**config.mk**
```make
export PLATFORM = sky130hd
export DESIGN_NAME = amm_ctrl
export DESIGN_NICKNAME = d
export VERILOG_FILES = /design/src/rtl/core/amm_pkg.sv /design/src/rtl/core/amm_ctrl.sv
export VERILOG_INCLUDE_DIRS = /design/src /design/src/rtl/core
export SDC_FILE = /design/constraint.sdc
export NUM_CORES = 1
export LEC_CHECK = 0
export ABC_AREA = 1
export CAP_MARGIN = 0
export CORE_ASPECT_RATIO = 1.25
export CORE_MARGIN = 3
export CORE_UTILIZATION = 35
export CTS_CLUSTER_DIAMETER = 60
export DETAILED_ROUTE_END_ITERATION = 8
export DONT_BUFFER_PORTS = 1
export PLACE_DENSITY = 0.54
export SYNTH_ARGS = -nofsm -noshare
export SYNTH_HDL_FRONTEND = slang
export SYNTH_SLANG_ARGS = --single-unit
```
**constraint.sdc**
```tcl
create_clock -name clk -period 3.7 [get_ports clk]
set_input_delay 0.37 -clock clk [delete_from_list [all_inputs] [get_ports clk]]
set_output_delay 0.37 -clock clk [all_outputs]
set_load 0.05 [all_outputs]
```
**src/rtl/core/assert_macros.svh**
```systemverilog
// assert_macros.svh: concurrent assertion helpers for the mixer RTL.
// No dependencies; included by the modules that carry assertions.
`ifndef ASSERT_MACROS_SVH
`define ASSERT_MACROS_SVH

// Clocked property with synchronous active-low reset masking.
`define ASSERT_CLK(lbl, clk, rst_n, prop, msg) \
  lbl: assert property (@(posedge clk) disable iff (!rst_n) prop) else $error(msg);

// Condition that must never be true at a clock edge.
`define ASSERT_NEVER(lbl, clk, rst_n, cond, msg) \
  `ASSERT_CLK(lbl, clk, rst_n, !(cond), msg)

`endif

```
**src/rtl/core/amm_pkg.sv**
```systemverilog
// amm_pkg: shared types and constants of the audio matrix mixer.
// No dependencies; used by amm_ctrl, amm_cell and the top level.
package amm_pkg;

  localparam int CHANNELS_DEF = 8;
  localparam int SOURCES_DEF  = 2;

  localparam int SAMPLE_W  = 32;
  localparam int ACC_W     = 37;
  localparam int CH_W      = 3;
  localparam int IDX_W     = 7;
  // row select wide enough for SOURCES*CHANNELS up to 64
  localparam int ROW_MAX_W = 6;

  localparam logic signed [SAMPLE_W-1:0] SAMPLE_MAX = 32'sh7FFF_FFFF;
  localparam logic signed [SAMPLE_W-1:0] SAMPLE_MIN = 32'sh8000_0000;

  typedef enum logic [0:0] {
    OP_MIX   = 1'b0,
    OP_WRITE = 1'b1
  } op_t;

  typedef struct packed {
    logic                       operation;
    logic [CH_W-1:0]            channel;
    logic signed [SAMPLE_W-1:0] sample_a;
    logic signed [SAMPLE_W-1:0] sample_b;
    logic                       a_present;
    logic                       b_present;
    logic [IDX_W-1:0]           gain_index;
    logic signed [SAMPLE_W-1:0] gain_value;
  } in_item_t;

  typedef struct packed {
    logic [CH_W-1:0]            out_channel;
    logic signed [SAMPLE_W-1:0] out_sample;
    logic                       last;
  } out_item_t;

  // Broadcast from the sequencer to every cell, once per phase.
  typedef struct packed {
    logic                       mul_v;
    logic                       fe;
    logic [ROW_MAX_W-1:0]       row;
    logic signed [SAMPLE_W-1:0] sample;
    logic                       wr_en;
    logic [IDX_W-1:0]           wr_idx;
    logic signed [SAMPLE_W-1:0] wr_val;
  } cell_ctl_t;

endpackage

```
**src/rtl/core/amm_ctrl.sv**
```systemverilog
// amm_ctrl: input register and phase sequencer of the mixer.
// Depends on amm_pkg and assert_macros.svh; drives the cell row.
`include "assert_macros.svh"

module amm_ctrl #(
  parameter int CHANNELS = amm_pkg::CHANNELS_DEF,
  parameter int SOURCES  = amm_pkg::SOURCES_DEF
) (
  input  logic                clk,
  input  logic                rst_n,
  input  logic                in_valid,
  output logic                in_stall,
  input  amm_pkg::in_item_t   in_data,
  input  logic                chain_busy,
  output amm_pkg::cell_ctl_t  ctl
);
  import amm_pkg::*;

  // one multiply phase per source, capped at two
  localparam int NPH = (SOURCES > 1) ? 2 : 1;

  in_item_t   itm_r;
  logic       itm_v_r, itm_v_nxt;
  logic       ph_r, ph_nxt;
  logic [1:0] fe_d_r, fe_d_nxt;

  logic is_wr, ch_ok, mix_w, last_ph, done, itm_fe, in_fe, fe_pend, acc_w;

  assign is_wr   = (itm_r.operation == OP_WRITE);
  assign ch_ok   = (int'(itm_r.channel) < CHANNELS);
  assign mix_w   = !is_wr && ch_ok;
  assign last_ph = (ph_r == 1'(NPH - 1));
  assign done    = !mix_w || last_ph;
  assign itm_fe  = mix_w && (int'(itm_r.channel) == CHANNELS - 1);
  assign in_fe   = (in_data.operation == OP_MIX) &&
                   (int'(in_data.channel) == CHANNELS - 1);
  // a frame end may only enter once the result chain is free for it
  assign fe_pend  = (itm_v_r && itm_fe) || (|fe_d_r);
  assign in_stall = (itm_v_r && !done) ||
                    (in_valid && in_fe && (fe_pend || chain_busy));
  assign acc_w    = in_valid && !in_stall;

  always_comb begin
    ctl.mul_v  = itm_v_r && mix_w;
    ctl.fe     = itm_v_r && itm_fe && last_ph;
    ctl.row    = ROW_MAX_W'(int'(ph_r) * CHANNELS + int'(itm_r.channel));
    if (ph_r) begin
      ctl.sample = itm_r.b_present ? itm_r.sample_b : '0;
    end else begin
      ctl.sample = itm_r.a_present ? itm_r.sample_a : '0;
    end
    ctl.wr_en  = itm_v_r && is_wr;
    ctl.wr_idx = itm_r.gain_index;
    ctl.wr_val = itm_r.gain_value;
  end

  always_comb begin
    itm_v_nxt = itm_v_r;
    ph_nxt    = ph_r;
    if (acc_w) begin
      itm_v_nxt = 1'b1;
      ph_nxt    = 1'b0;
    end else if (itm_v_r && done) begin
      itm_v_nxt = 1'b0;
      ph_nxt    = 1'b0;
    end else if (itm_v_r) begin
      ph_nxt = 1'b1;
    end
    fe_d_nxt = {fe_d_r[0], ctl.fe};
  end

  always_ff @(posedge clk) begin
    if (acc_w) begin
      itm_r <= in_data;
    end
  end

  always_ff @(posedge clk) begin
    if (!rst_n) begin
      itm_v_r <= 1'b0;
      ph_r    <= 1'b0;
      fe_d_r  <= '0;
    end else begin
      itm_v_r <= itm_v_nxt;
      ph_r    <= ph_nxt;
      fe_d_r  <= fe_d_nxt;
    end
  end

  `ASSERT_CLK(a_second_phase_mix, clk, rst_n, (itm_v_r && ph_r) |-> mix_w, "B phase on a non-mix item")
  `ASSERT_CLK(a_frame_end_gap, clk, rst_n, ctl.fe |=> !ctl.fe, "frame ends in back-to-back cycles")

endmodule

```
Word-level counts from Yosys, hierarchy flattened --
Cells that the tools add are included.
Storage, ports and cells: word-level logic and storage cells 42, bits in registers 113, bits of input ports 113
Cells by class: muxes and demuxes 5, equal/unequal tests 2, bitwise logic cells 2, reduce and logical (&&, ||, !) cells 21, add/subtract/negate cells 1
Operator list (count):
- $mux 32 | 3
- $logic_and 1x1->1 | 11
- $eq 3x1->1 const B | 2
- $add 4x3->5 | 1
- $logic_or 1x1->1 | 4
- $logic_not 1->1 | 3
- $reduce_or 3->1 | 1
- $mux 1 | 2
- $not 1->1 | 2
- $reduce_bool 2->1 | 1
- $reduce_or 2->1 | 1

Depth between registers and ports, before layout --
word-level depth 10, gate-level depth with buffers 8, gate-level depth less buffers 8

Worst setup path after synthesis --
No wires, ideal clock.
path type reg-to-reg, start register itm_r, in the netlist is_wr, end register itm_r, in the netlist ctl[0], enable pin, path slack 337 ps, cell stages (with the launch flop) 7, path buffers 0, data arrival time 2901 ps, library setup time 463 ps, path through edfxtp_1 nor2_4 nand2_2 nand2_2 nand2_2 nand3_2 inv_1
On the way: word-level cells in the longest chain between the ends 9, elaborated cells between the ends (all ways) 12
Ends and longest elaborated chain:
- start, declared | RTL line amm_ctrl.sv:22 | in_item_t itm_r;
- start signal, assigned | RTL line amm_ctrl.sv:74 | itm_r <= in_data;
- $logic_not 1->1 | RTL line amm_ctrl.sv:31 | assign mix_w = !is_wr && ch_ok;
- $logic_and 1x1->1 | RTL line amm_ctrl.sv:34 | assign itm_fe = mix_w && (int'(itm_r.channel) == CHANNELS - 1);
- $logic_and 1x1->1 | RTL line amm_ctrl.sv:38 | assign fe_pend = (itm_v_r && itm_fe) || (|fe_d_r);
- $logic_or 1x1->1 | RTL line amm_ctrl.sv:38
- $logic_or 1x1->1 | RTL line amm_ctrl.sv:40 | (in_valid && in_fe && (fe_pend || chain_busy));
- $logic_and 1x1->1 | RTL line amm_ctrl.sv:40
- $logic_or 1x1->1 * | RTL line amm_ctrl.sv:39 | assign in_stall = (itm_v_r && !done) ||
- $logic_not 1->1 * | RTL line amm_ctrl.sv:41 | assign acc_w = in_valid && !in_stall;
- $logic_and 1x1->1 * | RTL line amm_ctrl.sv:41
- via acc_w | RTL line amm_ctrl.sv:27 | logic is_wr, ch_ok, mix_w, last_ph, done, itm_fe, in_fe, fe_pend, acc_w;
Mark *: on every way through the listed nets, which the timed path passes. The rest lies on a longest branch. A chain may end at the register's enable or synchronous reset.

==> out/metrics.csv <==
metric,value,unit
ir_drop,0.302,mV
gp_congestion,0.698,
critical_path_required,3330,ps
met3_wirelength,898,um
path_class,flop to output port,
crit_buf_inv,0,
antenna_found_initial,0,
syn2layout_area_growth,8.88,%
crit_arrival,2050,ps
syn_area,4370,sq um
finalSetupTns,0,ps
clk_pin_slew_worst_paths,50,ps
drc,0,
clockBufferDepth,2,
met2_wirelength,4.54,mm
hold_ws,71.7,ps
dieArea,13900,sq um
finalPower,3.31,mW
stdcell_area,4750,sq um
drt_iter0_markers,141,
r2r_slack,1420,ps
rsz0062_at_grt,false,
ys_ff_latch,113,
grt_pass1_vias,2189,
die_w,106,um
num_antenna_cells,0,
coreArea,12200,sq um
fp.dieH,131,um
fmax,0.413,GHz
dp_hpwl,5.92,mm
grt_max_degree,53,
synth_cell_types,20,
crit_path_end_kind,output port,
fin_crit_sh,0.655,
p_per_area,696,nW/um^2
netlist.area_leader.share,0.750,
cts_setup_buffers,0,
tightest_slew,880,ps
grt_overflow,0,
hold_buffers,0,
hold_viol,0,
status,finished clean,
cts_buffers,17,
maxCapViolCount,0,
cp_top_family,simple AND/OR/NAND/NOR gates,
crit_chain,nand2_1 > nor2_2 > nand2_2 > nor2_1,
synth_top_cell_by_area,edfxtp_1,
drt-met1-wl,3.18,mm
ys_seq_area_frac,0.768,
grt_util_all_layers,0.125,
top_layer,met4,
clk_latency,390,ps
drv_slew,0,
worst_setup_path_start_kind,flop,
drive_above_1_share,0.140,
critPathMaxStageDelay,690,ps
firstDrtPassIters,4,
yosys_warnings,0,
placed_area,4220,sq um
leakage,1.75,nW
nets,379,
hp-class,input port to flop,
ys_top_cells_by_area,"edfxtp_1 75%, buf_4 7.7%, nand3_1 7.3%",
crit_slowest_cell,nor2_1,
ioPinCount,194,
io_buffers,0,
slew_headroom,0.411,
wl,8.78,mm
drtAntennaViolNets,0,
placementRows,45,
postSynthAreaPerCell,14.6,sq um
via_count,2082,
root_buffer,clkbuf_16,
drt-vias-per-instance,4.71,
netlist_instances,299,
dp.cells,411,
ctsResizeCount,0,
cts_tree,built,
start_util,0.359,
detail_route.wl_per_cell,19.9,um
cts-htree-levels,4,
setup_viol,0,
cts.sinks,113,
finalCriticalPeriod,2420,ps
instances_no_fill,442,
cp_max_fo,3,
clock_skew,4.89,ps
grt_pass1_wl,12.4,mm
synthesized netlist by cell type:
cell      number
nand3_1       64
nor3_1         2
nor2_2         2
dfxtp_1        4
inv_1          7
nand2_1       40
inv_2          1
nand3_2        1
buf_4         45
edfxtp_1     109
nor2_4         1
buf_2         12
conb_1         1
buf_6          1
nand2_2        3
nor2_1         2
nand3b_1       1
a21oi_1        1
inv_6          1
a21oi_2        1
placed cells by master, fill, tap and decap left out:
master,n
inv_1,6
nand3b_1,1
nand3_2,1
nand2_2,3
inv_2,1
conb_1,2
edfxtp_1,109
inv_6,1
clkbuf_1,4
inv_4,1
nand2_1,40
clkinv_2,3
a21oi_1,1
nand3_1,64
clkbuf_16,17
nor3_1,2
dfxtp_1,3
dfxtp_2,1
buf_12,1
nor2_1,2
nor2_4,1
a21oi_2,1
buf_4,4
nor2_2,2
bufinv_16,2
clkinv_1,5
report_power, final:
group	leakage, nW	switching, mW	internal, mW
clock network	0.262	0.509	0.969
registers	1.09	0.126	1.50
logic	0.397	0.178	0.0231
flip-flops by register name (all words and copies together) (netlist names):
register  flops
itm_r        69
ctl          39
last_ph       1
itm_v_r       1
fe_d_r        2
is_wr         1
worst reg2reg max path: stages (launching register included):
cell and delay (ps):
edfxtp_1 610, nand2_1 180, nor2_2 50, nand2_2 80
nand2_2 50, nand2_2 100, nand3_2 100, inv_4 410
buf_12 360
routing by layer:
metal / track usage / vias up
met5: 0 / -
met4: 0.0648 / 0
met3: 0.0663 / 12
met2: 0.205 / 122
met1: 0.132 / 993
li1: - / 955
path summary, 6_finish.rpt:
kind               end  cells past startpoint       start
max            ctl[78]                      4  itm_r[106]
min             ctl[3]                      0  in_data[3]
max reg2reg  itm_r[73]                      8  itm_r[106]
min reg2reg  fe_d_r[1]                      2   fe_d_r[0]
kinds of logic after synthesis:
kind of cell / share of synthesized area
simple gates: 0.126
flops: 0.768
buf+inv: 0.103
compound gates: 0.00315
other cells: 0.000859
area by class of cell:
class,count,area (sq um)
Inverter,9,41.3
Sequential cell,113,3350
Clock inverter,10,93.8
Timing Repair Buffer,5,50.0
Clock buffer,21,440
Tap cell,164,205
Multi-Input combinational cell,120,569
Fill cell,1148,7410
per-stage QoR:
| step | worst slack, ps | utilization |
|---|---|---|
| after global placement | 1450 | 0.347 |
| after floorplan | 337 | - |
| after detailed placement | 1410 | 0.347 |
| final | 1280 | 0.391 |
| after CTS | 1240 | 0.391 |
| after global routing | 1170 | 0.391 |
Note: power is estimated with default switching activity, not from simulation.
