$ cat src/rtl/core/assert_macros.svh
// assert_macros.svh: concurrent assertion helpers for the mixer RTL.
// No dependencies; included by the modules that carry assertions.
`ifndef ASSERT_MACROS_SVH
`define ASSERT_MACROS_SVH

// Clocked property with synchronous active-low reset masking.
`define ASSERT_CLK(lbl, clk, rst_n, prop, msg) \
  lbl: assert property (@(posedge clk) disable iff (!rst_n) prop) else $error(msg);

// Condition that must never be true at a clock edge.
`define ASSERT_NEVER(lbl, clk, rst_n, cond, msg) \
  `ASSERT_CLK(lbl, clk, rst_n, !(cond), msg)

`endif

$ cat src/rtl/core/amm_pkg.sv
// amm_pkg: shared types and constants of the audio matrix mixer.
// No dependencies; used by amm_ctrl, amm_cell and the top level.
package amm_pkg;

  localparam int CHANNELS_DEF = 8;
  localparam int SOURCES_DEF  = 2;

  localparam int SAMPLE_W  = 32;
  localparam int ACC_W     = 37;
  localparam int CH_W      = 3;
  localparam int IDX_W     = 7;
  // row select wide enough for SOURCES*CHANNELS up to 64
  localparam int ROW_MAX_W = 6;

  localparam logic signed [SAMPLE_W-1:0] SAMPLE_MAX = 32'sh7FFF_FFFF;
  localparam logic signed [SAMPLE_W-1:0] SAMPLE_MIN = 32'sh8000_0000;

  typedef enum logic [0:0] {
    OP_MIX   = 1'b0,
    OP_WRITE = 1'b1
  } op_t;

  typedef struct packed {
    logic                       operation;
    logic [CH_W-1:0]            channel;
    logic signed [SAMPLE_W-1:0] sample_a;
    logic signed [SAMPLE_W-1:0] sample_b;
    logic                       a_present;
    logic                       b_present;
    logic [IDX_W-1:0]           gain_index;
    logic signed [SAMPLE_W-1:0] gain_value;
  } in_item_t;

  typedef struct packed {
    logic [CH_W-1:0]            out_channel;
    logic signed [SAMPLE_W-1:0] out_sample;
    logic                       last;
  } out_item_t;

  // Broadcast from the sequencer to every cell, once per phase.
  typedef struct packed {
    logic                       mul_v;
    logic                       fe;
    logic [ROW_MAX_W-1:0]       row;
    logic signed [SAMPLE_W-1:0] sample;
    logic                       wr_en;
    logic [IDX_W-1:0]           wr_idx;
    logic signed [SAMPLE_W-1:0] wr_val;
  } cell_ctl_t;

endpackage

$ cat src/rtl/core/amm_cell.sv
// amm_cell: one output channel: gain column, multiplier, accumulator and
// one stage of the result shift chain. Depends on amm_pkg, assert_macros.svh.
`include "assert_macros.svh"

module amm_cell #(
  parameter int CHANNELS = amm_pkg::CHANNELS_DEF,
  parameter int SOURCES  = amm_pkg::SOURCES_DEF,
  parameter int J        = 0
) (
  input  logic                clk,
  input  logic                rst_n,
  input  amm_pkg::cell_ctl_t  ctl,
  input  logic                adv,
  input  logic                nb_v,
  input  amm_pkg::out_item_t  nb_d,
  output logic                sh_v,
  output amm_pkg::out_item_t  sh_d
);
  import amm_pkg::*;

  localparam int ROWS  = SOURCES * CHANNELS;
  localparam int ROW_W = (ROWS > 1) ? $clog2(ROWS) : 1;

  logic signed [SAMPLE_W-1:0]   tbl_r [ROWS];
  logic signed [SAMPLE_W-1:0]   op_s_r, op_g_r;
  logic                         v1_r, fe1_r, v2_r, fe2_r;
  logic signed [2*SAMPLE_W-1:0] prod_r, mul_w;
  logic signed [ACC_W-1:0]      acc_r, acc_nxt, q_w, sum_w;
  logic signed [SAMPLE_W-1:0]   sat_w;
  logic                         load_w;
  logic                         sh_v_r, sh_v_nxt;
  out_item_t                    sh_d_r, sh_d_nxt, own_w;

  // gain rows: row = source*CHANNELS + input channel; reset is identity on A
  always_ff @(posedge clk) begin
    if (!rst_n) begin
      for (int r = 0; r < ROWS; r++) begin
        tbl_r[r] <= (r == J) ? SAMPLE_MAX : '0;
      end
    end else if (ctl.wr_en) begin
      for (int r = 0; r < ROWS; r++) begin
        if (int'(ctl.wr_idx) == r * CHANNELS + J) begin
          tbl_r[r] <= ctl.wr_val;
        end
      end
    end
  end

  assign mul_w = op_s_r * op_g_r;

  // floor(p / 2^31) of the product, sign-extended into the accumulator
  assign q_w   = {{(ACC_W - SAMPLE_W - 1){prod_r[2*SAMPLE_W-1]}},
                  prod_r[2*SAMPLE_W-1:SAMPLE_W-1]};
  assign sum_w = acc_r + q_w;

  always_comb begin
    if (sum_w[ACC_W-1:SAMPLE_W-1] == {(ACC_W - SAMPLE_W + 1){sum_w[SAMPLE_W-1]}}) begin
      sat_w = sum_w[SAMPLE_W-1:0];
    end else begin
      sat_w = sum_w[ACC_W-1] ? SAMPLE_MIN : SAMPLE_MAX;
    end
  end

  assign load_w = v2_r && fe2_r;

  always_comb begin
    acc_nxt = acc_r;
    if (v2_r) begin
      acc_nxt = fe2_r ? '0 : sum_w;
    end
  end

  always_comb begin
    own_w.out_channel = CH_W'(J);
    own_w.out_sample  = sat_w;
    own_w.last        = (J == CHANNELS - 1);
    sh_v_nxt = sh_v_r;
    sh_d_nxt = sh_d_r;
    if (load_w) begin
      sh_v_nxt = 1'b1;
      sh_d_nxt = own_w;
    end else if (adv) begin
      sh_v_nxt = nb_v;
      sh_d_nxt = nb_d;
    end
  end

  always_ff @(posedge clk) begin
    op_s_r <= ctl.sample;
    op_g_r <= tbl_r[ctl.row[ROW_W-1:0]];
    prod_r <= mul_w;
    sh_d_r <= sh_d_nxt;
  end

  always_ff @(posedge clk) begin
    if (!rst_n) begin
      v1_r   <= 1'b0;
      fe1_r  <= 1'b0;
      v2_r   <= 1'b0;
      fe2_r  <= 1'b0;
      acc_r  <= '0;
      sh_v_r <= 1'b0;
    end else begin
      v1_r   <= ctl.mul_v;
      fe1_r  <= ctl.fe;
      v2_r   <= v1_r;
      fe2_r  <= fe1_r;
      acc_r  <= acc_nxt;
      sh_v_r <= sh_v_nxt;
    end
  end

  assign sh_v = sh_v_r;
  assign sh_d = sh_d_r;

  `ASSERT_NEVER(a_load_into_full, clk, rst_n, load_w && sh_v_r, "frame result over a pending one")
  `ASSERT_CLK(a_acc_cleared, clk, rst_n, load_w |=> (acc_r == '0), "accumulator kept after frame end")

endmodule
$ cat config.mk
export PLATFORM = sky130hd
export DESIGN_NAME = amm_cell
export DESIGN_NICKNAME = d
export VERILOG_FILES = /design/src/rtl/core/amm_pkg.sv /design/src/rtl/core/amm_cell.sv
export VERILOG_INCLUDE_DIRS = /design/src /design/src/rtl/core
export SDC_FILE = /design/constraint.sdc
export NUM_CORES = 2
export LEC_CHECK = 0
export BUFFER_PORTS_ARGS = -buffer_cell sky130_fd_sc_hd__buf_2
export CORE_MARGIN = 2
export CORE_UTILIZATION = 55
export CTS_BUF_LIST = sky130_fd_sc_hd__clkbuf_16
export CTS_CLUSTER_SIZE = 12
export DETAILED_ROUTE_END_ITERATION = 16
export PLACE_DENSITY_LB_ADDON = 0.3
export SYNTH_ARGS = -nofsm -noshare
export SYNTH_HDL_FRONTEND = slang
export SYNTH_SLANG_ARGS = --single-unit
$ cat constraint.sdc
create_clock -name clk -period 9.2 [get_ports clk]
set_clock_uncertainty 0.05 [all_clocks]
set_input_delay 0.92 -clock clk [delete_from_list [all_inputs] [get_ports clk]]
set_output_delay 0.92 -clock clk [all_outputs]
set_load 0.05 [all_outputs]
* Word level (Yosys, flattened, before mapping)
Memory sizes are Yosys's and may differ from the RTL's. A register that Yosys moved wholly into a read port is not among the register bits.
Index checks and enable logic that the tools add are counted.
** Word-level totals
- Bits in registers :: 174
- Bits in writable memories :: 512
- Input bits :: 120
- Output and inout bits :: 37
- Logic and storage cells :: 137
- Memories kept :: 1
** Memories
- tbl_r :: depth 16, bits a word 32, read ports 1, clocked after Yosys merged registers in 1, wr ports 16, RTL line amm_cell.sv:24 : logic signed [SAMPLE_W-1:0] tbl_r [ROWS];
** Cells by class
- $add $sub $neg :: 1
- $mul :: 1
- Eq/ne operators :: 16
- Mux-type cells :: 88
- Bitwise operators :: 16
- Reduce and logical (&&, ||, !) cells :: 3
** Operators by type and width (count)
- 32-bit 2-to-1 mux :: 18
- 1-bit 2-to-1 mux :: 67
- 33-bit 2-to-1 mux :: 2
- 32-bit by 32-bit multiplier with 64-bit output :: 1
- 7-bit == test, second input constant :: 8
- 37-bit by 33-bit adder with 37-bit output :: 1
- 37-bit 2-to-1 mux :: 1
- 7-bit by 6-bit == test with 1-bit output, second input constant :: 4
- 1-bit OR :: 16
- 7-bit by 5-bit == test with 1-bit output, second input constant :: 2
- 7-bit by 4-bit == test with 1-bit output, second input constant :: 1
- 7-bit zero test :: 1
- 5-bit == test :: 1
- 2-bit nonzero test :: 1
- 1-bit logical AND :: 1

* Longest topological paths before layout
- Depth after elaboration :: 6
- Gate-level depth with buffers :: 28
- Gate-level depth less buffers :: 27

* Worst setup path before layout
OpenSTA, ideal clock, no wires.
- Path type :: reg2reg
- Start :: reg op_s_r[31]
- End :: reg prod_r[63]
- Arrival time :: 7345 ps
- Path slack :: 1714 ps
- Cell stages (with the launch flop) :: 26
- Buffers on the path :: 2
- Path through :: dfxtp_1 clkbuf_1 nand2_1 inv_1 fa_1 inv_1 fa_1 inv_1 fa_1 fa_1 inv_1 fa_1 inv_1 fa_1 inv_1 fa_1 inv_1 fa_1 ha_1 clkbuf_1 o21a_1 o21bai_1 or3_1 o21ai_0 nor2_1 a311oi_1
** Between the ends
- Cells in the longest elaborated chain, start to end :: 1
** Ends and longest elaborated chain
- start, declared :: RTL line amm_cell.sv:25 : logic signed [SAMPLE_W-1:0] op_s_r, op_g_r;
- start signal, assigned :: RTL line amm_cell.sv:89 : op_s_r <= ctl.sample;
- 32-bit by 32-bit multiplier with 64-bit output :: RTL line amm_cell.sv:49 : assign mul_w = op_s_r * op_g_r;
- named net mul_w[63] :: RTL line amm_cell.sv:27 : logic signed [2*SAMPLE_W-1:0] prod_r, mul_w;
- end signal, assigned :: RTL line amm_cell.sv:91 : prod_r <= mul_w;
- end, declared :: RTL line amm_cell.sv:27
The timed path passes the listed nets, and every way through them passes these cells.
A chain may end at the register's enable or synchronous reset.

* Final worst setup path
- Start :: reg op_g_r[3] (read register of tbl_r)
- End :: reg prod_r[57]
** Between the ends
- Cells in the longest elaborated chain, start to end :: 1
** Ends and longest elaborated chain (RTL line)
- start, declared :: amm_cell.sv:25
- 32-bit by 32-bit multiplier with 64-bit output :: amm_cell.sv:49
- named net mul_w[57] :: amm_cell.sv:27
The timed path passes the listed nets, and every way through them passes these cells.

==> out/qor.tcl <==
set qor(result_of_the_run) {completed}
set qor(finalMaxSlewViolations) 0
set qor(rsz_0062_raised_after_global_routing) {no}
set qor(post-dp-hpwl_microns) 109800
set qor(routed_wl_microns) 152100
set qor(fin_crit_ns) 8.795
set qor(gpl.final_weighted_congestion) 0.9117
set qor(antenna_violations_before_repair) 11
set qor(crit_path_cell_trace) {nand2_1 -> fa_1 -> fa_1 -> fa_1 -> fa_1 -> inv_1 -> fa_1 -> fa_1 -> fa_1 -> fa_1 -> ha_1 -> and4_1 -> nand4_1 -> a2111oi_0 -> buf_4 -> nor4_1 -> buf_4 -> a21oi_1 -> nor2_1 -> o211ai_1 -> a221o_1 -> a21boi_0 -> xnor2_1}
set qor(cp_data_arrival_time_ns) 9.30
set qor(drtPass1Iterations) 5
set qor(clock-root-buffer) {sky130_fd_sc_hd__clkbuf_16}
set qor(hold_path_startpoint) {ctl[42]}
set qor(post_drt_via_cell_ratio) 5.607
set qor(worst_path_dominant_cell_family) {adder cells}
set qor(grt_pass1_vias) 43120
set qor(yosysMostFrequentCell) {sky130_fd_sc_hd__fa_1}
set qor(finalSetupTns_ns) 0
set qor(synth_fa_ha_area_frac) 0.3869
set qor(area_growth_pct) 7.822
set qor(buffer_ports.inserted) 154
set qor(coreArea_sq_um) 113900
set qor(final_layout_size_suffix_gt1_frac) 0.1076
set qor(yosys.cell_types.count) 73
set qor(synth_xor_xnor_area_share) 0.01154
set qor(detailedRoute.firstIterationViolations) 3260
set qor(slowest_stage) {sky130_fd_sc_hd__dfxtp_1}
set qor(cts_htree_levels) 3
set qor(drcViolationCount) 0
set qor(holdPathStages) 1
set qor(route.antenna.remaining_nets) 0
set qor(postSynth.topFlopCell) {sky130_fd_sc_hd__edfxtp_1}
set qor(final-hold-violation-count) 0
set qor(netlist_instances) 5525
set qor(reg2reg_to) {prod_r[57]$_DFF_P_}
set qor(yosysSeqAreaShare) 0.3049
set qor(global_route.usage.total) 0.2719
set qor(clock_tree_from_tritoncts) {built}
set qor(post_synth_and_or_nand_nor_area_fraction) 0.1273
set qor(globalRoute.totalOverflow) 0
set qor(hold-worst-slack_ns) 0.2441
set qor(yosysTopAreaCell) {sky130_fd_sc_hd__fa_1}
set qor(fin_util) 0.5962
set qor(synth.area.top_cells) {sky130_fd_sc_hd__fa_1 34%, sky130_fd_sc_hd__edfxtp_1 26%, sky130_fd_sc_hd__inv_1 5.8%}
set qor(cts.repair_timing.setup_buffer_count) 0
set qor(setup.worst_path.class) {flop to flop}
set qor(cts-resized-gates) 0
set qor(crit_path_start_kind) {flop}
set qor(area_of_the_multi_input_gates_sq_um) 39030
set qor(synth.cells.most_frequent) {1,082 x sky130_fd_sc_hd__fa_1, 975 x sky130_fd_sc_hd__inv_1, 608 x sky130_fd_sc_hd__nand2_1, 544 x sky130_fd_sc_hd__edfxtp_1, 520 x sky130_fd_sc_hd__and2_1}
set qor(worst_slew_margin_rel) 0.1658
set qor(synth_area_sq_um) 62970
set qor(avgSynthCellArea_sq_um) 11.40
set qor(cp_data_required_time_ns) 9.70
set qor(die_x_microns) 342.4
set qor(insertion_delay_ns) 0.73
set qor(largest_net_degree_at_the_start_of_global_routing) 80
set qor(grt_pass1_wl_microns) 242300
set qor(numCtsBuffers) 76
set qor(postLayoutCellArea_sq_um) 67900
set qor(synth_compound_gate_area_share) 0.03415
set qor(ys_async_sr_fraction) 0
set qor(cts_sinks) 687
set qor(largest_buffer_count_on_any_clock_path) 3
set qor(fill_cells) 9229
set qor(die-area_sq_um) 117200
set qor(num_vias) 40130
set qor(crit_path_max_incr_delay_ns) 1.02
set qor(synth.area.mux_share) 0.05820
set qor(synth_seq_cells) 687
set qor(worst_hold_path.endpoint) {op_s_r[2]$_DFF_P_}
set qor(crit_path_max_fanout) 24
set qor(ff2ff_path_depth) 23
set qor(clock_slew_seen_by_the_registers_of_the_worst_setup_and_hold_paths_ns) 0.06
set qor(sequential_cell_area_sq_um) 19210
set qor(placed_area_sq_um) 65520
set qor(wire_per_inst_microns) 21.25
set qor(worst_path_most_repeated_cell) {sky130_fd_sc_hd__fa_1}
set qor(placementRows) 124
set qor(maxCapViolCount) 0
set qor(achievable-frequency_ghz) 0.1137
set qor(ff2ff_setup_slack_ns) 0.40
set qor(worst_r2r_startpoint) {op_g_r[3]$_DFF_P_}
set qor(cts_hold_buffers) 0
set qor(end_kind) {flop}
set qor(critical_path_buf_inv_count) 3
set qor(start_util) 0.5530
set qor(boundaryPins) 157
set qor(synth_top_family_by_area) {adder cells}
set qor(final_nets) 6998
set qor(synth_top_area_frac) 0.3440
set qor(worstMarginPinSlew_ns) 1.251
set qor(yosysWarnings) 0
set qor(hp-class) {primary input to flop}
set qor(setup_viols_final) 0
set qor(syn-num-nets) 6943
set qor(dieHeight_microns) 342.4
set qor(number_of_enable_type_register_cells_in_the_synthesized_netlist) 544
set qor(post-route-period-util) 0.9560
## cell type report
| class | instances | area share |
|---|---|---|
| antenna | 3 | 0.0001106 |
| clock buffer | 76 | 0.02801 |
| clock inverter | 64 | 0.006966 |
| inverter | 975 | 0.05390 |
| multi-input combinational | 3560 | 0.5748 |
| sequential | 687 | 0.2829 |
| tap | 1512 | 0.02786 |
| timing repair buffer | 280 | 0.02549 |
## metal layers
layer | GRT usage | vias up | routed length [microns]
li1 | - | 17350 | -
met4 | 0.08297 | 16 | 4560
met3 | 0.05154 | 285 | 12350
met1 | 0.3641 | 20980 | 59880
met5 | 0 | - | 103
met2 | 0.4532 | 1493 | 75220
## cell families after synthesis
group                    Yosys count
flip-flops                       687
XOR/XNOR                          83
buffers and inverters           1278
AND/OR/NAND/NOR                 1675
adder cells (fa/ha/maj)         1298
AO/OA/AOI/OAI                    338
multiplexers                     166
## registers in the layout, indices dropped and copies added, names as in the netlist
signal and cells:
op_s_r 32, fe1_r 1, acc_r 37, tbl_r 512, v2_r 1, sh_v 1, fe2_r 1, op_g_r 32
sh_d 36, prod_r 33, v1_r 1
## how the worst max path moves through the flow
stage,cells after the start,startpoint,to,slack [ns]
CTS,27,op_g_r[8]$_DFF_P_,prod_r[57]$_DFF_P_,0.45
global placement,27,op_g_r[8]$_DFF_P_,prod_r[57]$_DFF_P_,0.53
detailed placement,29,op_g_r[8]$_DFF_P_,prod_r[57]$_DFF_P_,0.51
floorplan,25,op_s_r[31]$_DFF_P_,prod_r[63]$_DFF_P_,1.71
finish,23,op_g_r[3]$_DFF_P_,prod_r[57]$_DFF_P_,0.40
global route,24,op_g_r[9]$_DFF_P_,prod_r[57]$_DFF_P_,0.005
## metrics by stage
step,setup slack [ns],std cells
after floorplan,1.714,5525
after global placement,0.5298,7014
after detailed placement,0.5123,7014
after CTS,0.4462,7154
after global routing,0.004920,7156
final,0.4049,7157
## worst reg2reg max path: cells and delay by family, from the launching register on
family | cells | cell delay (ns)
xor+xnor | 1 | 0.15
flops | 1 | 1.02
fa+ha+maj | 9 | 4.51
buf+inv | 3 | 0.40
simple gates | 5 | 0.93
compound gates | 5 | 1.62
## layout by cell type, fill, tap and decap left out, drive strengths merged, types with 5 or more instances in the layout
cell type and instances:
a211oi 10, a21boi 6, a21o 27, a21oi 113, a22oi 24, a31oi 6, and2 520, and3 7
buf 279, clkbuf 77, clkinv 22, dfxtp 143, edfxtp 544, fa 1082, ha 216, inv 1016
mux2i 5, mux4 160, nand2 609, nand2b 19, nand3 27, nand4 15, nor2 368, nor2b 41
nor3 14, o211ai 11, o21a 10, o21ai 81, o21bai 14, or2 32, or3 6, xnor2 56
xor2 27
Power is not shown: default switching activity piles up to over one toggle a cycle in this logic, so the estimate is an artifact.
